[src/tlu_pkg.sv]
package tlu_pkg;

  typedef enum logic [3:0] {
    S_IDLE = 4'b0001,
    S_DIV  = 4'b0010,
    S_MUL  = 4'b0100,
    S_DONE = 4'b1000
  } tlu_state_t;

endpackage

[src/tlu_row_if.sv]
interface tlu_row_if #(
  parameter int DATA_WIDTH = 32
);
  logic                         valid;
  logic                         ready;
  logic signed [DATA_WIDTH-1:0] sub_entry;
  logic signed [DATA_WIDTH-1:0] diag_entry;
  logic signed [DATA_WIDTH-1:0] super_entry;
  logic                         first_row;
  logic                         last_row;

  modport source (
    output valid, sub_entry, diag_entry, super_entry, first_row, last_row,
    input  ready
  );
  modport sink (
    input  valid, sub_entry, diag_entry, super_entry, first_row, last_row,
    output ready
  );
endinterface

[src/tlu_res_if.sv]
interface tlu_res_if #(
  parameter int DATA_WIDTH = 32
);
  logic                         valid;
  logic                         ready;
  logic signed [DATA_WIDTH-1:0] lower_factor;
  logic signed [DATA_WIDTH-1:0] upper_diag;
  logic signed [DATA_WIDTH-1:0] upper_super;
  logic                         zero_pivot;
  logic                         row_last;

  modport source (
    output valid, lower_factor, upper_diag, upper_super, zero_pivot, row_last,
    input  ready
  );
  modport sink (
    input  valid, lower_factor, upper_diag, upper_super, zero_pivot, row_last,
    output ready
  );
endinterface

[src/tridiagonal_lu_factor.sv]
// Tridiagonal LU factorization, one matrix row per beat.
// in_ch carries a row: sub, diagonal and super entry (signed fixed point,
// DATA_WIDTH bits, FRAC_BITS fraction bits) with first_row / last_row flags.
// out_ch returns one beat per row: the L multiplier, the U diagonal
// (saturated), the U super entry, a zero pivot flag and a copy of last_row.
// A row with first_row set, or one whose previous pivot is zero, skips the
// divider and multiplier and goes straight to the output register. Any other
// row runs a radix-2 restoring divider over DATA_WIDTH + FRAC_BITS quotient
// bits, a fix-up step, a hand-over of the quotient, then a shift-add
// multiplier over DATA_WIDTH multiplier bits and a last step to form and
// load the result.
// Rows are handled one at a time; in_ch.ready is high while no row is in work,
// so the next row is taken at the earliest in the cycle after the result loads.
// The result sits in an output register, so the next row is taken while it
// waits; a stalled out_ch holds the finished row until the register frees.
// Synchronous reset clears the handshakes and zeroes the stored previous
// upper diagonal and upper super entry.
module tridiagonal_lu_factor #(
  parameter int DATA_WIDTH = 32,
  parameter int FRAC_BITS  = 16
) (
  input  logic        clk,
  input  logic        rst_n,
  tlu_row_if.sink     in_ch,
  tlu_res_if.source   out_ch
);
  import tlu_pkg::*;

  localparam int MCW = $clog2(DATA_WIDTH);
  localparam int PW  = 2 * DATA_WIDTH;

  tlu_state_t state_r, state_nxt;

  logic signed [DATA_WIDTH-1:0] pu_r, pu_nxt;
  logic signed [DATA_WIDTH-1:0] ps_r, ps_nxt;
  logic signed [DATA_WIDTH-1:0] diag_r, diag_nxt;
  logic signed [DATA_WIDTH-1:0] sup_r, sup_nxt;
  logic signed [DATA_WIDTH-1:0] l_r, l_nxt;
  logic                         last_r, last_nxt;
  logic                         zp_r, zp_nxt;
  logic                         byp_r, byp_nxt;
  logic [DATA_WIDTH-1:0]        ml_r, ml_nxt;
  logic [DATA_WIDTH-1:0]        ms_r, ms_nxt;
  logic [DATA_WIDTH-1:0]        hi_r, hi_nxt;
  logic [DATA_WIDTH-1:0]        lo_r, lo_nxt;
  logic                         pneg_r, pneg_nxt;
  logic [MCW-1:0]               cnt_r, cnt_nxt;

  logic                         ov_r, ov_nxt;
  logic signed [DATA_WIDTH-1:0] ol_r, ol_nxt;
  logic signed [DATA_WIDTH-1:0] ou_r, ou_nxt;
  logic signed [DATA_WIDTH-1:0] os_r, os_nxt;
  logic                         ozp_r, ozp_nxt;
  logic                         olast_r, olast_nxt;

  logic                         div_start;
  logic                         div_done;
  logic signed [DATA_WIDTH-1:0] div_quot;

  logic                         in_fire;
  logic [DATA_WIDTH:0]          psum;
  logic [PW-1:0]                prod_sh;
  logic [DATA_WIDTH:0]          pclip;
  logic signed [DATA_WIDTH+1:0] dext;
  logic signed [DATA_WIDTH+1:0] tsum;
  logic signed [DATA_WIDTH-1:0] usat;
  logic signed [DATA_WIDTH-1:0] u_row;
  logic                         out_free;

  tlu_sdiv #(
    .DATA_WIDTH (DATA_WIDTH),
    .FRAC_BITS  (FRAC_BITS)
  ) u_sdiv (
    .clk   (clk),
    .rst_n (rst_n),
    .start (div_start),
    .num   (in_ch.sub_entry),
    .den   (pu_r),
    .done  (div_done),
    .quot  (div_quot)
  );

  assign in_ch.ready = (state_r == S_IDLE);
  assign in_fire     = in_ch.valid && (state_r == S_IDLE);
  assign div_start   = in_fire && !in_ch.first_row && (pu_r != '0);

  // shift-add step: add the multiplicand when the low multiplier bit is set
  assign psum    = {1'b0, hi_r} + {1'b0, (ml_r[0] ? ms_r : {DATA_WIDTH{1'b0}})};
  assign prod_sh = {hi_r, lo_r} >> FRAC_BITS;
  assign pclip   = (|prod_sh[PW-1:DATA_WIDTH]) ? {1'b1, {DATA_WIDTH{1'b0}}}
                                               : {1'b0, prod_sh[DATA_WIDTH-1:0]};
  assign dext    = {{2{diag_r[DATA_WIDTH-1]}}, diag_r};
  assign tsum    = pneg_r ? (dext + $signed({1'b0, pclip})) : (dext - $signed({1'b0, pclip}));

  always_comb begin
    if (tsum[DATA_WIDTH+1:DATA_WIDTH-1] == 3'b000 || tsum[DATA_WIDTH+1:DATA_WIDTH-1] == 3'b111) begin
      usat = tsum[DATA_WIDTH-1:0];
    end else if (tsum[DATA_WIDTH+1]) begin
      usat = {1'b1, {(DATA_WIDTH-1){1'b0}}};
    end else begin
      usat = {1'b0, {(DATA_WIDTH-1){1'b1}}};
    end
  end

  assign u_row    = byp_r ? diag_r : usat;
  assign out_free = !ov_r || out_ch.ready;

  always_comb begin
    state_nxt = state_r;
    pu_nxt    = pu_r;
    ps_nxt    = ps_r;
    diag_nxt  = diag_r;
    sup_nxt   = sup_r;
    l_nxt     = l_r;
    last_nxt  = last_r;
    zp_nxt    = zp_r;
    byp_nxt   = byp_r;
    ml_nxt    = ml_r;
    ms_nxt    = ms_r;
    hi_nxt    = hi_r;
    lo_nxt    = lo_r;
    pneg_nxt  = pneg_r;
    cnt_nxt   = cnt_r;
    ov_nxt    = ov_r && !out_ch.ready;
    ol_nxt    = ol_r;
    ou_nxt    = ou_r;
    os_nxt    = os_r;
    ozp_nxt   = ozp_r;
    olast_nxt = olast_r;

    unique case (state_r)
      S_IDLE: begin
        if (in_fire) begin
          diag_nxt = in_ch.diag_entry;
          sup_nxt  = in_ch.last_row ? '0 : in_ch.super_entry;
          last_nxt = in_ch.last_row;
          l_nxt    = '0;
          zp_nxt   = !in_ch.first_row && (pu_r == '0);
          if (div_start) begin
            byp_nxt   = 1'b0;
            state_nxt = S_DIV;
          end else begin
            byp_nxt   = 1'b1;
            state_nxt = S_DONE;
          end
        end
      end
      S_DIV: begin
        if (div_done) begin
          l_nxt     = div_quot;
          ml_nxt    = div_quot[DATA_WIDTH-1] ? (~div_quot + 1'b1) : div_quot;
          ms_nxt    = ps_r[DATA_WIDTH-1] ? (~ps_r + 1'b1) : ps_r;
          pneg_nxt  = div_quot[DATA_WIDTH-1] ^ ps_r[DATA_WIDTH-1];
          hi_nxt    = '0;
          lo_nxt    = '0;
          cnt_nxt   = MCW'(DATA_WIDTH - 1);
          state_nxt = S_MUL;
        end
      end
      S_MUL: begin
        hi_nxt  = psum[DATA_WIDTH:1];
        lo_nxt  = {psum[0], lo_r[DATA_WIDTH-1:1]};
        ml_nxt  = {1'b0, ml_r[DATA_WIDTH-1:1]};
        cnt_nxt = cnt_r - 1'b1;
        if (cnt_r == '0) begin
          state_nxt = S_DONE;
        end
      end
      S_DONE: begin
        // hold the row until the output register frees
        if (out_free) begin
          ov_nxt    = 1'b1;
          ol_nxt    = l_r;
          ou_nxt    = u_row;
          os_nxt    = sup_r;
          ozp_nxt   = zp_r;
          olast_nxt = last_r;
          pu_nxt    = u_row;
          ps_nxt    = sup_r;
          state_nxt = S_IDLE;
        end
      end
      default: begin
        state_nxt = S_IDLE;
      end
    endcase
  end

  always_ff @(posedge clk) begin
    if (!rst_n) begin
      state_r <= S_IDLE;
      pu_r    <= '0;
      ps_r    <= '0;
      ov_r    <= 1'b0;
    end else begin
      state_r <= state_nxt;
      pu_r    <= pu_nxt;
      ps_r    <= ps_nxt;
      ov_r    <= ov_nxt;
    end
    diag_r  <= diag_nxt;
    sup_r   <= sup_nxt;
    l_r     <= l_nxt;
    last_r  <= last_nxt;
    zp_r    <= zp_nxt;
    byp_r   <= byp_nxt;
    ml_r    <= ml_nxt;
    ms_r    <= ms_nxt;
    hi_r    <= hi_nxt;
    lo_r    <= lo_nxt;
    pneg_r  <= pneg_nxt;
    cnt_r   <= cnt_nxt;
    ol_r    <= ol_nxt;
    ou_r    <= ou_nxt;
    os_r    <= os_nxt;
    ozp_r   <= ozp_nxt;
    olast_r <= olast_nxt;
  end

  assign out_ch.valid        = ov_r;
  assign out_ch.lower_factor = ol_r;
  assign out_ch.upper_diag   = ou_r;
  assign out_ch.upper_super  = os_r;
  assign out_ch.zero_pivot   = ozp_r;
  assign out_ch.row_last     = olast_r;

endmodule

[src/tlu_sdiv.sv]
module tlu_sdiv #(
  parameter int DATA_WIDTH = 32,
  parameter int FRAC_BITS  = 16
) (
  input  logic                         clk,
  input  logic                         rst_n,
  input  logic                         start,
  input  logic signed [DATA_WIDTH-1:0] num,
  input  logic signed [DATA_WIDTH-1:0] den,
  output logic                         done,
  output logic signed [DATA_WIDTH-1:0] quot
);
  localparam int NSTEP = DATA_WIDTH + FRAC_BITS;
  localparam int CW    = $clog2(NSTEP);

  logic                  busy_r, busy_nxt;
  logic                  fix_r, fix_nxt;
  logic                  done_r, done_nxt;
  logic [CW-1:0]         cnt_r, cnt_nxt;
  logic [DATA_WIDTH-1:0] num_r, num_nxt;
  logic [DATA_WIDTH-1:0] den_r, den_nxt;
  logic [DATA_WIDTH-1:0] rem_r, rem_nxt;
  logic [DATA_WIDTH-1:0] q_r, q_nxt;
  logic                  ovf_r, ovf_nxt;
  logic                  neg_r, neg_nxt;
  logic [DATA_WIDTH-1:0] quot_r, quot_nxt;

  logic [DATA_WIDTH:0]   rsh;
  logic [DATA_WIDTH+1:0] diff;
  logic                  qb;
  logic [DATA_WIDTH-1:0] lim;
  logic [DATA_WIDTH-1:0] qmag;

  assign rsh  = {rem_r, num_r[DATA_WIDTH-1]};
  assign diff = {1'b0, rsh} - {2'b00, den_r};
  assign qb   = ~diff[DATA_WIDTH+1];
  assign lim  = neg_r ? {1'b1, {(DATA_WIDTH-1){1'b0}}} : {1'b0, {(DATA_WIDTH-1){1'b1}}};
  assign qmag = (ovf_r || (q_r > lim)) ? lim : q_r;

  always_comb begin
    busy_nxt = busy_r;
    fix_nxt  = 1'b0;
    done_nxt = 1'b0;
    cnt_nxt  = cnt_r;
    num_nxt  = num_r;
    den_nxt  = den_r;
    rem_nxt  = rem_r;
    q_nxt    = q_r;
    ovf_nxt  = ovf_r;
    neg_nxt  = neg_r;
    quot_nxt = quot_r;
    if (start) begin
      busy_nxt = 1'b1;
      cnt_nxt  = CW'(NSTEP - 1);
      num_nxt  = num[DATA_WIDTH-1] ? (~num + 1'b1) : num;
      den_nxt  = den[DATA_WIDTH-1] ? (~den + 1'b1) : den;
      neg_nxt  = num[DATA_WIDTH-1] ^ den[DATA_WIDTH-1];
      rem_nxt  = '0;
      q_nxt    = '0;
      ovf_nxt  = 1'b0;
    end else if (busy_r) begin
      // one dividend bit per cycle, zeros once the magnitude has shifted out
      num_nxt = {num_r[DATA_WIDTH-2:0], 1'b0};
      rem_nxt = qb ? diff[DATA_WIDTH-1:0] : rsh[DATA_WIDTH-1:0];
      q_nxt   = {q_r[DATA_WIDTH-2:0], qb};
      ovf_nxt = ovf_r | q_r[DATA_WIDTH-1];
      cnt_nxt = cnt_r - 1'b1;
      if (cnt_r == '0) begin
        busy_nxt = 1'b0;
        fix_nxt  = 1'b1;
      end
    end else if (fix_r) begin
      quot_nxt = neg_r ? (~qmag + 1'b1) : qmag;
      done_nxt = 1'b1;
    end
  end

  always_ff @(posedge clk) begin
    if (!rst_n) begin
      busy_r <= 1'b0;
      fix_r  <= 1'b0;
      done_r <= 1'b0;
    end else begin
      busy_r <= busy_nxt;
      fix_r  <= fix_nxt;
      done_r <= done_nxt;
    end
    cnt_r  <= cnt_nxt;
    num_r  <= num_nxt;
    den_r  <= den_nxt;
    rem_r  <= rem_nxt;
    q_r    <= q_nxt;
    ovf_r  <= ovf_nxt;
    neg_r  <= neg_nxt;
    quot_r <= quot_nxt;
  end

  assign done = done_r;
  assign quot = quot_r;

endmodule
[src/flat_wrapper.sv]
// flat-port wrapper written by rule: the top's interface ports become plain ports
module tridiagonal_lu_factor_flat import tlu_pkg::*;
#(
  parameter int DATA_WIDTH = 32,
  parameter int FRAC_BITS  = 16
)
  (clk, rst_n, in_ch_valid, in_ch_sub_entry, in_ch_diag_entry, in_ch_super_entry, in_ch_first_row, in_ch_last_row, in_ch_ready, out_ch_valid, out_ch_lower_factor, out_ch_upper_diag, out_ch_upper_super, out_ch_zero_pivot, out_ch_row_last, out_ch_ready);
  tlu_row_if #(.DATA_WIDTH(DATA_WIDTH)) in_ch_i ();
  tlu_res_if #(.DATA_WIDTH(DATA_WIDTH)) out_ch_i ();
  input  logic clk;
  input  logic rst_n;
  input wire logic [$bits(in_ch_i.valid)-1:0] in_ch_valid;
  input wire logic [$bits(in_ch_i.sub_entry)-1:0] in_ch_sub_entry;
  input wire logic [$bits(in_ch_i.diag_entry)-1:0] in_ch_diag_entry;
  input wire logic [$bits(in_ch_i.super_entry)-1:0] in_ch_super_entry;
  input wire logic [$bits(in_ch_i.first_row)-1:0] in_ch_first_row;
  input wire logic [$bits(in_ch_i.last_row)-1:0] in_ch_last_row;
  output wire logic [$bits(in_ch_i.ready)-1:0] in_ch_ready;
  output wire logic [$bits(out_ch_i.valid)-1:0] out_ch_valid;
  output wire logic [$bits(out_ch_i.lower_factor)-1:0] out_ch_lower_factor;
  output wire logic [$bits(out_ch_i.upper_diag)-1:0] out_ch_upper_diag;
  output wire logic [$bits(out_ch_i.upper_super)-1:0] out_ch_upper_super;
  output wire logic [$bits(out_ch_i.zero_pivot)-1:0] out_ch_zero_pivot;
  output wire logic [$bits(out_ch_i.row_last)-1:0] out_ch_row_last;
  input wire logic [$bits(out_ch_i.ready)-1:0] out_ch_ready;
  assign in_ch_i.valid = in_ch_valid;
  assign in_ch_i.sub_entry = in_ch_sub_entry;
  assign in_ch_i.diag_entry = in_ch_diag_entry;
  assign in_ch_i.super_entry = in_ch_super_entry;
  assign in_ch_i.first_row = in_ch_first_row;
  assign in_ch_i.last_row = in_ch_last_row;
  assign in_ch_ready = in_ch_i.ready;
  assign out_ch_valid = out_ch_i.valid;
  assign out_ch_lower_factor = out_ch_i.lower_factor;
  assign out_ch_upper_diag = out_ch_i.upper_diag;
  assign out_ch_upper_super = out_ch_i.upper_super;
  assign out_ch_zero_pivot = out_ch_i.zero_pivot;
  assign out_ch_row_last = out_ch_i.row_last;
  assign out_ch_i.ready = out_ch_ready;
  tridiagonal_lu_factor #(.DATA_WIDTH(DATA_WIDTH), .FRAC_BITS(FRAC_BITS)) u_core (.clk(clk), .rst_n(rst_n), .in_ch(in_ch_i), .out_ch(out_ch_i));
endmodule
[config.mk]
export PLATFORM = sky130hd
export DESIGN_NAME = tridiagonal_lu_factor_flat
export DESIGN_NICKNAME = d
export VERILOG_FILES = /design/src/tlu_pkg.sv /design/src/tlu_row_if.sv /design/src/tlu_res_if.sv /design/src/tridiagonal_lu_factor.sv /design/src/tlu_sdiv.sv /design/src/flat_wrapper.sv
export SDC_FILE = /design/constraint.sdc
export NUM_CORES = 1
export LEC_CHECK = 0
export ABC_AREA = 0
export BUFFER_PORTS_ARGS = -buffer_cell sky130_fd_sc_hd__buf_2
export CAP_MARGIN = 20
export CORE_MARGIN = 2
export CORE_UTILIZATION = 43
export CTS_CLUSTER_DIAMETER = 100
export DETAILED_ROUTE_END_ITERATION = 8
export GPL_ROUTABILITY_DRIVEN = 0
export GPL_TIMING_DRIVEN = 0
export SKIP_CTS_REPAIR_TIMING = 1
export SYNTH_ARGS = -nofsm -noshare
export SYNTH_HDL_FRONTEND = slang
export SYNTH_SLANG_ARGS = --single-unit
[constraint.sdc]
create_clock -name clk -period 7.1 [get_ports clk]
set_input_delay 1.065 -clock clk [delete_from_list [all_inputs] [get_ports clk]]
set_output_delay 1.065 -clock clk [all_outputs]
set_load 0.02 [all_outputs]
==> results.toml, run 1 <==
[outcome]
status = "finished, final reports clean"

[timing]
setup_viol = 0
rsz0062_at_grt = "no"
period_share_pct = 97.6
hold-worst-slack_ns = 0.419
worst_slew_pin_slew_ns = 1.07
max_freq_mhz = 144
slew_headroom_pct = 26.9
slew_violations = 0
skew_ns = 0.0293
finalHoldViolations = 0
period_needed_ns = 6.93

[detailed_routing]
drt_drc_violations_left = 0
drt-initial-drc-count = 1937
detail-route-antenna-nets = 0
dr.pass1.iters = 6
wirelength_um = 78400
via_per_inst = 5.59
dr_total_vias = 23126
wl_per_cell_um = 18.9

[synthesis]
async_flop_share_pct = 0
synth_top_area_share_pct = 41.5
syn-instance-count = 2882
post-synth-top-area-cell = "edfxtp_1"
netlist_area_um2 = 29800
synthFlopType = "edfxtp_1"
avgSynthCellArea_um2 = 10.3
synth_cell_types = 83
synth-seq-area-share_pct = 51.1
syn-num-nets = 3125
synth_area_leaders = "edfxtp_1 42%, dfxtp_1 9.6%, ha_1 5.8%"
synth_edf_count = 412
ys_ff_latch = 555
synth_warnings = 0

[clock_tree]
clock-sinks = 555
clkTransAtPathRegs_ns = 0.06
tritoncts = "built"
clock_latency_ns = 0.64
cts_max_path_buffers = 3
cts_root_buffer = "clkbuf_16"
htreeDepth = 2
numCtsBuffers = 59

[floorplanning]
die_x_um = 267
core_area_um2 = 68600
ios = 202
start_util_pct = 43.4
fp.dieH_um = 267
die_area_um2 = 71400
rows = 96

[global_routing]
grt-ovfl-total = 0
grt_pass1_wl_um = 123000
grt_pass1_vias = 22384
grtUsageTotal_pct = 21.6
antenna_found_initial = 1
grt_max_degree = 59

[final_layout]
multi_input_area_um2 = 13800
fin_nets = 3397
utilization_pct = 49.9
ff_latch_area_um2 = 15200
fillers = 6247
final_cells = 4138
layout_commonest_cell = "edfxtp_1"
drive_above_1_share_pct = 12.2
final_cell_mix = "412 x edfxtp_1, 326 x nand2_1, 269 x o21ai_0"
area_growth_pct = 14.8

[critical_path]
critical_path.max_fanout = 10
critPathLaunchType = "flop"
critical_path_class = "flop to flop"
crit_path_end_kind = "flop"
crit_buf_inv = 3
worstPathArrival_ns = 7.25
crit_path_top_delay_cell = "nor3_1"
path_cells = "nor4_2 > and4_1 > clkbuf_1 > clkbuf_2 > nand2_1 > ha_1 > nor2_4 > nor2_1 > a311oi_1 > ha_1 > o211ai_1 > a21oi_1 > a21oi_1 > a31oi_1 > o2111a_1 > o21a_1 > nor2_1 > a2bb2oi_1 > buf_2 > nor3_1 > nor3_1"
required_ns = 7.42
critPathTopFamily = "simple AND/OR/NAND/NOR gates"
critPathMaxStageDelay_ns = 0.69

[pwr]
p_leak_nw = 13.0
ir_worst_vdd_mv = 0.201
powerDensity_nw_per_um2 = 382
finalPower_mw = 13.1

[job]
cap_violations = 0

[worst_hold_path]
min_path_type = "flop to flop"

[placement]
hpwl_um = 58500
placed_cells = 4021
io_buffers = 200
-- cell type report --
type	instances	area share (%)
Multi-Input combinational cell	2107	40.2
Sequential cell	555	44.6
Clock buffer	80	4.98
Clock inverter	32	0.692
Antenna cell	2	0.0146
Tap cell	931	3.41
Timing Repair Buffer	211	3.55
Buffer	130	1.58
Inverter	90	1.00
-- stage by stage --
step                TNS [ns]  cell area (um^2)  setup slack (ns)
floorplan                  0             29800              1.76
finish                     0             34200             0.167
global route               0             34200            0.0179
detailed placement     -4.51             32200            -0.456
global placement       -5.58             32000            -0.603
CTS                    -6.66             34100            -0.539
-- Yosys cell counts, types with 24 or more instances --
| cell type | n |
|---|---|
| or4_1 | 24 |
| clkbuf_1 | 109 |
| dfxtp_1 | 143 |
| o21ai_0 | 270 |
| nor2_1 | 170 |
| mux2i_1 | 34 |
| xor2_1 | 99 |
| nand2b_1 | 31 |
| nand3_1 | 25 |
| a31oi_1 | 35 |
| inv_1 | 85 |
| or3_1 | 44 |
| a21boi_0 | 40 |
| xnor2_1 | 117 |
| nor3_1 | 60 |
| nor2b_1 | 57 |
| ha_1 | 138 |
| o31ai_1 | 42 |
| a21oi_1 | 154 |
| edfxtp_1 | 412 |
| nand2_1 | 328 |
| a21o_1 | 50 |
| and2_1 | 89 |
-- where the power goes --
group | internal (mW) | switching [mW] | total (mW)
Sequential | 4.40 | 0.481 | 4.89
Clock | 1.73 | 1.32 | 3.05
Combinational | 1.92 | 3.21 | 5.13
-- path summary, 6_finish.rpt --
check | from | endpoint | slack [ns] | cells past startpoint
worst min register to register | u_core.l_r[6] | u_core.out_ch.lower_factor[6] | 0.42 | 0
worst max-delay path | u_core.hi_r[16] | u_core.out_ch.upper_diag[29] | 0.17 | 21
worst max register to register | u_core.hi_r[16] | u_core.out_ch.upper_diag[29] | 0.17 | 21
worst min-delay path | u_core.l_r[6] | u_core.out_ch.lower_factor[6] | 0.42 | 0
-- cell families after synthesis --
kind of cell | after synthesis | synth area share, %
AO/OA/AOI/OAI | 793 | 17.0
XOR/XNOR | 216 | 6.35
adder cells (fa/ha/maj) | 141 | 6.00
buffers and inverters | 220 | 2.94
flip-flops | 555 | 51.1
multiplexers | 35 | 1.18
AND/OR/NAND/NOR | 922 | 15.4
-- worst reg2reg max path, delay by kind of cell (launching register included) --
kind / cells / cell delay [ns]
AND/OR/NAND/NOR: 8 / 2.37
AO/OA/AOI/OAI: 8 / 2.22
buffers and inverters: 3 / 0.91
adder cells (fa/ha/maj): 2 / 0.69
flip-flops: 1 / 0.43
-- metal layers --
layer  GRT usage (%)  up-vias  routed length (um)
met5               0        -                   0
met4            8.35        0                2680
met3            3.07      142                4930
met2            33.9      761               35000
met1            30.2    11076               35800
li1                -    11147                   -
Note: power is estimated with default switching activity, not from simulation.
==> run 2: changes to the inputs <==
Clock period 7.1 ns to 8.3 ns, I/O delays scaled along.
==> results.toml, run 2 (same netlist as run 1, synthesis figures left out) <==
[detailed_routing]
detail-route-antenna-nets = 0
wirelength_um = 78400
drt-initial-drc-count = 2080
via_per_inst = 5.60
wl_per_cell_um = 19.0
drt_drc_violations_left = 0
dr_total_vias = 23151
dr.pass1.iters = 6

[timing]
period_share_pct = 92.2
skew_ns = 0.0301
period_needed_ns = 7.65
setup_viol = 0
max_freq_mhz = 131
finalHoldViolations = 0
rsz0062_at_grt = "no"
final.setup.tns_ns = 0
slew_headroom_pct = 26.7
setup_slack_ns = 0.647
worst_slew_pin_slew_ns = 1.07
slew_violations = 0

[critical_path]
critPathMaxStageDelay_ns = 0.61
critical_path.max_fanout = 10
crit_path_top_delay_cell = "a31oi_1"
critPathLaunchType = "flop"
r2r_slack_ns = 0.65
r2r_cells = 21
crit_path_end_kind = "flop"
worstPathArrival_ns = 8.13
required_ns = 8.78
crit_buf_inv = 3
path_cells = "nor4_1 > and4_1 > clkbuf_1 > clkbuf_1 > nand2_1 > ha_1 > nor2_1 > nor2_1 > a311oi_1 > ha_1 > a211oi_1 > o21ai_0 > a32o_1 > o21bai_1 > o31ai_1 > o21ai_0 > mux2i_1 > a31oi_1 > clkbuf_1 > o21ai_0 > nand2_1"
critical_path_class = "flop to flop"
critPathTopFamily = "compound AO/OA/AOI/OAI gates"
r2r_end = "u_core.out_ch.upper_diag[3]"
reg2reg_from = "u_core.hi_r[16]"

[floorplanning]
die_area_um2 = 71400
ios = 202
start_util_pct = 43.4
die_x_um = 267
core_area_um2 = 68600
rows = 96
fp.dieH_um = 267

[global_routing]
grtUsageTotal_pct = 21.6
grt_pass1_wl_um = 123000
grt_pass1_vias = 22384
grt_max_degree = 59
antenna_found_initial = 1
grt-ovfl-total = 0

[clock_tree]
clkTransAtPathRegs_ns = 0.06
clock-sinks = 555
tritoncts = "built"
cts_max_path_buffers = 3
cts_root_buffer = "clkbuf_16"
clock_latency_ns = 0.64
numCtsBuffers = 59
htreeDepth = 2

[placement]
hpwl_um = 58500
dp_slack_ns = 0.744
placed_cells = 4021
io_buffers = 200

[worst_hold_path]
min_path_cells = 0
hold_start = "u_core.l_r[6]"
holdPathEnd = "u_core.out_ch.lower_factor[6]"
min_path_type = "flop to flop"

[final_layout]
fin_nets = 3396
area_growth_pct = 14.6
final_cells = 4136
layout_commonest_cell = "edfxtp_1"
final_cell_mix = "412 x edfxtp_1, 326 x nand2_1, 270 x o21ai_0"
drive_above_1_share_pct = 11.9

[pwr]
powerDensity_nw_per_um2 = 327
ir_worst_vdd_mv = 0.173
p_leak_nw = 13.0

[job]
cap_violations = 0

[outcome]
status = "finished, final reports clean"
-- run 2: cell count changes in the layout (fill, tap and decap cells not counted), moves of 2 or more --
cell	before	now
nor4_1	20	23
nor4_2	5	2
clkbuf_1	111	113
clkbuf_2	5	3
-- run 2: layer usage --
metal	up-vias	GRT usage (%)	wire length (um)
met5	-	0	0
met4	0	8.35	2740
met3	149	3.07	4890
met2	797	33.9	34900
met1	11070	30.2	35900
li1	11135	-	-
-- run 2: power breakdown --
part / total [mW] / internal (mW) / switching (mW)
clock: 2.61 / 1.48 / 1.13
sequential: 4.19 / 3.77 / 0.419
combinational: 4.38 / 1.64 / 2.74
total: 11.2 / 6.88 / 4.30
-- run 2: layout make-up --
class | instances | area (um^2)
Antenna cell | 1 | 2.50
Fill cell | 6252 | 34400
Clock inverter | 32 | 236
Inverter | 90 | 343
Clock buffer | 80 | 1700
Timing Repair Buffer | 210 | 1210
Tap cell | 931 | 1160
Buffer | 130 | 539
Sequential cell | 555 | 15200
Multi-Input combinational cell | 2107 | 13700
-- run 2: per-stage QoR --
| step | util, % | area (um^2) | total power, mW | hold slack, ns |
|---|---|---|---|---|
| floorplan | - | 29800 | 7.26 | 0.400 |
| detailed placement | 46.9 | 32200 | 8.53 | 0.405 |
| global placement | 46.6 | 32000 | 8.38 | 0.406 |
| finish | 49.8 | 34100 | 11.2 | 0.419 |
| global route | 49.8 | 34100 | 11.9 | 0.432 |
| CTS | 49.7 | 34100 | 11.2 | 0.420 |
-- run 2: worst max path at each step --
stage / from / end / slack, ns / cells past startpoint
2_1_floorplan: u_core.hi_r[26] / u_core.pu_r[4] / 2.96 / 23
3_3_place_gp: u_core.hi_r[16] / u_core.pu_r[25] / 0.60 / 22
3_5_place_dp: u_core.hi_r[16] / u_core.out_ch.upper_diag[25] / 0.74 / 22
4_1_cts: u_core.hi_r[16] / u_core.out_ch.upper_diag[25] / 0.66 / 22
5_1_grt: u_core.hi_r[16] / u_core.out_ch.upper_diag[3] / 0.15 / 21
6_report: u_core.hi_r[16] / u_core.out_ch.upper_diag[3] / 0.65 / 21
